==> src/design/qvr_pkg.sv <==
// Shared widths, register indexes, types and the first rounding step of the
// quaternion vector rotation pipeline. Used by every module in design/ but qvr_checker.
// No dependencies.
package qvr_pkg;

  localparam int VW   = 16;  // vector component and register width
  localparam int QW   = 17;  // quaternion part after optional negation
  localparam int TW   = 20;  // T = round(2 (q x v)), fits 20 bits signed
  localparam int PW   = 37;  // one product, 17 x 20 bits
  localparam int CW   = 38;  // difference of two products
  localparam int SW   = 39;  // three-term sum of the second pass
  localparam int RW   = 25;  // rounded correction term
  localparam int FRAC = 14;  // Q2.14 fraction bits

  localparam int NUM_REGS = 4;
  localparam logic [1:0] REG_ROT_W = 2'd0;
  localparam logic [1:0] REG_ROT_X = 2'd1;
  localparam logic [1:0] REG_ROT_Y = 2'd2;
  localparam logic [1:0] REG_ROT_Z = 2'd3;

  typedef logic signed [VW-1:0] vcomp_t;
  typedef logic signed [QW-1:0] qcomp_t;
  typedef logic signed [TW-1:0] tcomp_t;
  typedef logic signed [PW-1:0] prod_t;
  typedef logic signed [RW-1:0] rcomp_t;

  // Both halves of a cross product, one pair per axis: c[i] = pos[i] - neg[i].
  typedef struct packed {
    prod_t [2:0] pos;
    prod_t [2:0] neg;
  } xprod_t;

  // Result group handed from the saturation stage to the ports.
  typedef struct packed {
    logic         saturated;
    vcomp_t       w;
    vcomp_t [2:0] v;
  } result_t;

  // T = round((pos - neg) / 2^(FRAC-1)), ties toward plus infinity.
  function automatic tcomp_t round_t(prod_t pos, prod_t neg);
    logic signed [CW-1:0] diff;
    logic signed [CW-1:0] shifted;
    diff    = CW'(pos) - CW'(neg) + CW'(64'sd1 <<< (FRAC - 2));
    shifted = diff >>> (FRAC - 1);
    return shifted[TW-1:0];
  endfunction

endpackage

==> src/design/qvr_sat.sv <==
// Final stage: add the correction to the vector, clamp to 16 bits, flag clamps.
// Depends on qvr_pkg (types and widths).
module qvr_sat (
  input  logic                   clk,
  input  logic                   rst_n,
  input  logic                   en,
  input  logic                   vld_in,
  input  qvr_pkg::rcomp_t [2:0]  r,
  input  qvr_pkg::vcomp_t [2:0]  v,
  input  qvr_pkg::vcomp_t        w,
  output logic                   vld_r,
  output qvr_pkg::result_t       res_r
);

  localparam int AW = qvr_pkg::RW + 1;
  localparam logic signed [AW-1:0] MAX_V = AW'(32767);
  localparam logic signed [AW-1:0] MIN_V = -AW'(32768);

  qvr_pkg::result_t res_nxt;

  always_comb begin
    logic signed [AW-1:0] s;
    logic                 hit;
    hit = 1'b0;
    for (int i = 0; i < 3; i++) begin
      s = AW'(v[i]) + AW'(r[i]);
      if (s > MAX_V) begin
        res_nxt.v[i] = 16'sh7fff;
        hit          = 1'b1;
      end else if (s < MIN_V) begin
        res_nxt.v[i] = 16'sh8000;
        hit          = 1'b1;
      end else begin
        res_nxt.v[i] = s[qvr_pkg::VW-1:0];
      end
    end
    res_nxt.w         = w;
    res_nxt.saturated = hit;
  end

  always_ff @(posedge clk) begin
    if (!rst_n) begin
      vld_r <= 1'b0;
    end else if (en) begin
      vld_r <= vld_in;
    end
  end

  always_ff @(posedge clk) begin
    if (en) begin
      res_r <= res_nxt;
    end
  end

endmodule

==> config.mk <==
export PLATFORM = sky130hd
export DESIGN_NAME = qvr_sat
export DESIGN_NICKNAME = d
export VERILOG_FILES = /design/src/design/qvr_pkg.sv /design/src/design/qvr_sat.sv
export SDC_FILE = /design/constraint.sdc
export NUM_CORES = 1
export LEC_CHECK = 0
export BUFFER_PORTS_ARGS = -buffer_cell sky130_fd_sc_hd__buf_4
export CORE_UTILIZATION = 48
export DETAILED_ROUTE_END_ITERATION = 8
export GPL_TIMING_DRIVEN = 1
export PLACE_DENSITY = 0.78
export SLEW_MARGIN = 15
export SYNTH_ARGS = -nofsm -noshare
export SYNTH_HDL_FRONTEND = slang
export SYNTH_SLANG_ARGS = --single-unit
==> constraint.sdc <==
create_clock -name clk -period 3.3 [get_ports clk]
set_input_delay 0.495 -clock clk [delete_from_list [all_inputs] [get_ports clk]]
set_output_delay 0.495 -clock clk [all_outputs]
set_load 0.02 [all_outputs]
== Word-level counts from Yosys, hierarchy flattened ==
Cells that the tools add are included.

* Reduce and logical (&&, ||, !) cells: 1
* Add/subtract/negate cells: 3
* Order comparisons: 6
* Multiplexer cells: 4

{| class="wikitable"
|+ Operator list
! kind !! count
|-
| $add 16x25->26 || 3
|-
| $gt 26x16->1 const B || 3
|-
| $lt 26x16->1 const B || 3
|-
| $mux 16 || 3
|-
| $reduce_or 5->1 || 1
|-
| $mux 1 || 1
|}

* Bits of input ports: 143
* Logic and storage cells: 20
* Output and inout port bits: 66
* Flip-flop bits (word level): 66

== Logic depth before layout (Yosys ltp) ==
* Depth after elaboration: 3
* Depth in mapped cells: 13
* Gate-level depth less buffers: 12

== Worst setup path after synthesis ==
Ideal clock, no wire load.

* Kind: input-to-reg
* Start: in r[25] (netlist name)
* End: reg res_r[64] (netlist name) (data pin)
* Required time: 3.034 ns
* Library setup time: 0.266 ns
* Stages on the path: 12
* Slack: -0.286 ns
* Arrival time: 3.321 ns
* Buffers on the path: 0
* Cell sequence: ha_1 > fa_1 > a211oi_1 > o21ai_2 > a31oi_4 > o2111ai_1 > o311a_1 > or3_4 > nor4b_4 > and4bb_1 > o2bb2ai_1 > or3b_1

* Word-level cells in the longest chain between the ends: 3
* Elaborated cells between the ends (all ways): 4
* Classes of those cells: add/sub: 1; order compare: 2; reduce/logical: 1

{| class="wikitable"
|+ Ends and longest elaborated chain
! item !! RTL line !! text
|-
| start: declaration || qvr_sat.sv:8 || <nowiki>input qvr_pkg::rcomp_t [2:0] r,</nowiki>
|-
| $add 16x25->26 * || qvr_sat.sv:26 || <nowiki>s = AW'(v[i]) + AW'(r[i]);</nowiki>
|-
| $gt 26x16->1 / $lt 26x16->1 (equally long branches) || qvr_sat.sv:27, qvr_sat.sv:30 ||
|-
| $reduce_or 5->1 (no source line) * || - ||
|-
| end signal: assignment || qvr_sat.sv:51 || <nowiki>res_r <= res_nxt;</nowiki>
|-
| end: declaration || qvr_sat.sv:12 || <nowiki>output qvr_pkg::result_t res_r</nowiki>
|}

Every way passes the cells marked *; elsewhere a longest branch is shown, timed or not.
A chain may end at the register's enable or synchronous reset.

== Worst setup path in the final report ==
* Start: in r[5] (netlist name)
* End: reg res_r[64] (netlist name) (data pin)

* Word-level cells in the longest chain between the ends: 3
* Elaborated cells between the ends (all ways): 5
* Classes of those cells: add/sub: 1; order compare: 2; mux: 1; reduce/logical: 1

{| class="wikitable"
|+ Ends and longest elaborated chain
! item !! RTL line
|-
| $add 16x25->26 * || qvr_sat.sv:26
|-
| $gt 26x16->1 / $lt 26x16->1 (equally long branches) || qvr_sat.sv:27, qvr_sat.sv:30
|-
| $reduce_or 5->1 (no source line) / $mux 1 (equally long branches) || -
|}

Marked as above.

==> flow_metrics.py <==
metrics = {
    "run_status": {
        "status": "finished, violations left",
        "violations": "setup timing",
    },
    "floorplan": {
        "fp.dieW_um": 121.3,
        "num_rows": 43,
        "die_y_um": 121.3,
        "fp.dieArea_um2": 14720,
        "core_region_area_um2": 13880,
        "ios": 209,
        "floorplan.initialDensity_pct": 49.23,
    },
    "clock_tree": {
        "clk_path_buf_depth": 2,
        "clock_latency_ns": 0.32,
        "htreeDepth": 3,
        "clock-sinks": 66,
        "cts_tree": "built",
        "hold_buffers": 0,
        "numCtsBuffers": 9,
        "cts_root_buffer": "clkbuf_16",
        "clk_pin_slew_worst_paths_ns": 0.06,
    },
    "power_and_ir_drop": {
        "design_power_total_uw": 4134,
        "vdd_drop_max_v": 0.0002671,
        "power.density_nw_per_um2": 378.5,
        "leakage_uw": 0.004931,
    },
    "worst_setup_path": {
        "critical_path_peak_fanout": 4,
        "reg2reg_slack_ns": 2.66,
        "worstPathRequired_ns": 3.37,
        "crit_type": "input pin to flop",
        "reg2regPathDepth": 2,
        "cp-endpoint": "res_r[64]",
        "start_kind": "input pin",
        "reg2reg_from": "vld_r",
        "cp-startpoint": "r[5]",
        "rr_endpoint": "vld_r",
        "critical_path_arrival_ns": 3.37,
        "cp-end-kind": "flop",
    },
    "global_route": {
        "grt_usage_pct": 27.66,
        "grt_pass1_wl_mm": 32.64,
        "antenna_found_initial": 0,
        "grt_pass1_vias": 7166,
        "gr-total-overflow": 0,
        "grt_max_degree": 67,
    },
    "logic_synthesis": {
        "synth_top_cell_by_area": "edfxtp_1",
        "ys_warn_count": 0,
        "avgSynthCellArea_um2": 9.112,
        "synth_top_area_share_pct": 28.56,
        "ys_ff_latch": 66,
        "syn_inst": 750,
        "synth_seq_area_share_pct": 28.85,
        "netlist_area_um2": 6834,
        "synth.distinct_cells": 85,
        "yosys-top-cells-area": "edfxtp_1 (29%), ha_1 (14%), a21oi_1 (5.6%)",
        "synth_edf_count": 65,
        "synth-async-reset-ratio_pct": 0,
        "ys_top_cells_by_count": "a21oi_1 (77), ha_1 (75), edfxtp_1 (65)",
        "synth_ff_type": "edfxtp_1",
        "synth_nets": 971,
        "yosysMostFrequentCell": "a21oi_1",
    },
    "finish": {
        "fin_util_pct": 78.67,
        "antenna_cells": 0,
        "fin_nets": 1369,
        "syn_to_final_growth_pct": 59.80,
        "drive_gt1_share_pct": 44.93,
    },
    "drt": {
        "vias": 7562,
        "drcViolationCount": 0,
        "antenna_left": 0,
        "drtIter0Drc": 506,
        "dr.pass1.iters": 5,
        "routed_wl_mm": 21.61,
        "drt-vias-per-instance": 5.673,
        "wl_per_cell_um": 16.21,
    },
    "place": {
        "io_buffers": 208,
        "dp_hpwl_mm": 16.80,
        "gp_congestion": 0.9384,
    },
    "worst_hold_path": {
        "min-delay-start": "w[11]",
        "hp-class": "input pin to flop",
    },
    "sta": {
        "max_slew_margin_pct": 41.07,
        "clock_skew_ns": 0,
        "fin_crit_ns": 3.304,
        "hold_viol_final": 0,
        "setup_slack_ns": -0.004472,
        "finalSetupViolCount": 1,
        "final.setup.tns_ns": -0.004472,
        "max_freq_mhz": 302.6,
        "fin_crit_sh_pct": 100.1,
        "slew_viol_final": 0,
        "worst_pin_slew_ns": 0.8840,
        "rsz0062_at_grt": "yes",
    },
    "job": {
        "drv_cap": 0,
    },
}
==> critical path, cell delays in order <==
cell,delay [ns]
buf_4,0.11
ha_1,0.34
a21oi_1,0.24
o22ai_1,0.16
a311oi_2,0.30
nor2_1,0.11
a21boi_1,0.18
xor2_1,0.10
or4_1,0.42
nor3_2,0.21
a41oi_2,0.17
buf_12,0.18
or3b_1,0.35
==> flip-flops by register name, indices dropped and copies added, names as in the netlist <==
signal	flops
res_r	65
vld_r	1
==> cell families (layout without fill, tap and decap cells) <==
| family | Yosys count | count (layout) | synth area share (%) |
|---|---|---|---|
| buf+inv | 49 | 452 | 3.643 |
| mux | 4 | 4 | 0.6225 |
| xor+xnor | 57 | 57 | 7.580 |
| flops | 66 | 66 | 28.85 |
| simple gates | 211 | 211 | 15.75 |
| compound gates | 285 | 285 | 28.95 |
| fa+ha+maj | 78 | 78 | 14.61 |
==> where the power goes <==
| part | total (µW) | internal [µW] | switching [µW] | leakage [µW] |
|---|---|---|---|---|
| Combinational | 2070 | 1030 | 1040 | 0.00413 |
| Sequential | 1100 | 1060 | 34.9 | 0.000650 |
| Clock | 963 | 592 | 371 | 0.000152 |
| Total | 4130 | 2690 | 1450 | 0.00493 |
==> through the flow <==
| step | setup slack [ns] | hold slack (ns) | instance area, µm² | std cells |
|---|---|---|---|---|
| after floorplan | -0.06371 | 0.5893 | 6880 | 750 |
| after global placement | -0.4090 | 0.5026 | 9977 | 1305 |
| after detailed placement | -0.4613 | 0.5690 | 9977 | 1305 |
| after CTS | -0.04674 | 0.3266 | 10400 | 1326 |
| after global routing | -0.1348 | 0.3259 | 10920 | 1333 |
| final | -0.004472 | 0.3396 | 10920 | 1333 |
==> metal layers <==
metal	part of all wire (%)	vias up	GRT usage [%]
met5	0	-	0
met4	3.5	0	11.73
met3	5.0	60	3.524
met2	51	271	49.08
met1	41	3544	33.33
li1	-	3687	-
==> layout make-up <==
class                           instances  area (µm²)
Timing Repair Buffer                  411        3213
Sequential cell                        66        1972
Multi-Input combinational cell        635        5114
Fill cell                             956        2960
Clock buffer                            9       225.2
Tap cell                              180       225.2
Inverter                               25       93.84
Clock inverter                          7       77.57
==> placed cells by master, fill, tap and decap left out, types with 4 or more instances in the layout <==
master | Yosys | final
nand2b_1 | 5 | 5
o21ai_2 | 1 | 4
nand3_1 | 16 | 16
nor3_1 | 13 | 10
a21o_1 | 47 | 47
o211ai_1 | 6 | 6
edfxtp_1 | 65 | 65
a31oi_1 | 8 | 8
a211oi_2 | 0 | 4
ha_1 | 75 | 54
buf_12 | 0 | 4
clkbuf_16 | 0 | 10
o31ai_1 | 6 | 5
a21oi_1 | 77 | 68
inv_1 | 25 | 25
and3_1 | 5 | 5
xor2_1 | 22 | 22
buf_4 | 0 | 391
or4_1 | 4 | 4
nor2b_1 | 10 | 10
a21oi_2 | 1 | 7
ha_4 | 0 | 21
xnor2_1 | 34 | 34
o21a_1 | 15 | 15
nand2_1 | 55 | 52
a211oi_1 | 14 | 9
and2_1 | 6 | 6
o21ai_0 | 44 | 41
or2_2 | 4 | 4
o21bai_1 | 7 | 7
buf_6 | 1 | 14
nand4_1 | 14 | 14
nor2_1 | 55 | 54
o21ai_1 | 11 | 11
==> worst min path at each step <==
stage | end | slack (ns) | cells after the start
floorplan | vld_r | 0.59 | 2
global placement | vld_r | 0.50 | 2
detailed placement | vld_r | 0.57 | 2
CTS | res_r[61] | 0.33 | 1
global route | res_r[59] | 0.33 | 1
finish | res_r[59] | 0.34 | 1
==> timing repair <==
item	CTS	global route
resized for setup	16	69
pin swaps	20	31
endpoints found under the setup margin	30	46
gates cloned	0	1
setup buffers	5	6
No activity file was read; power rests on OpenSTA's default activity.
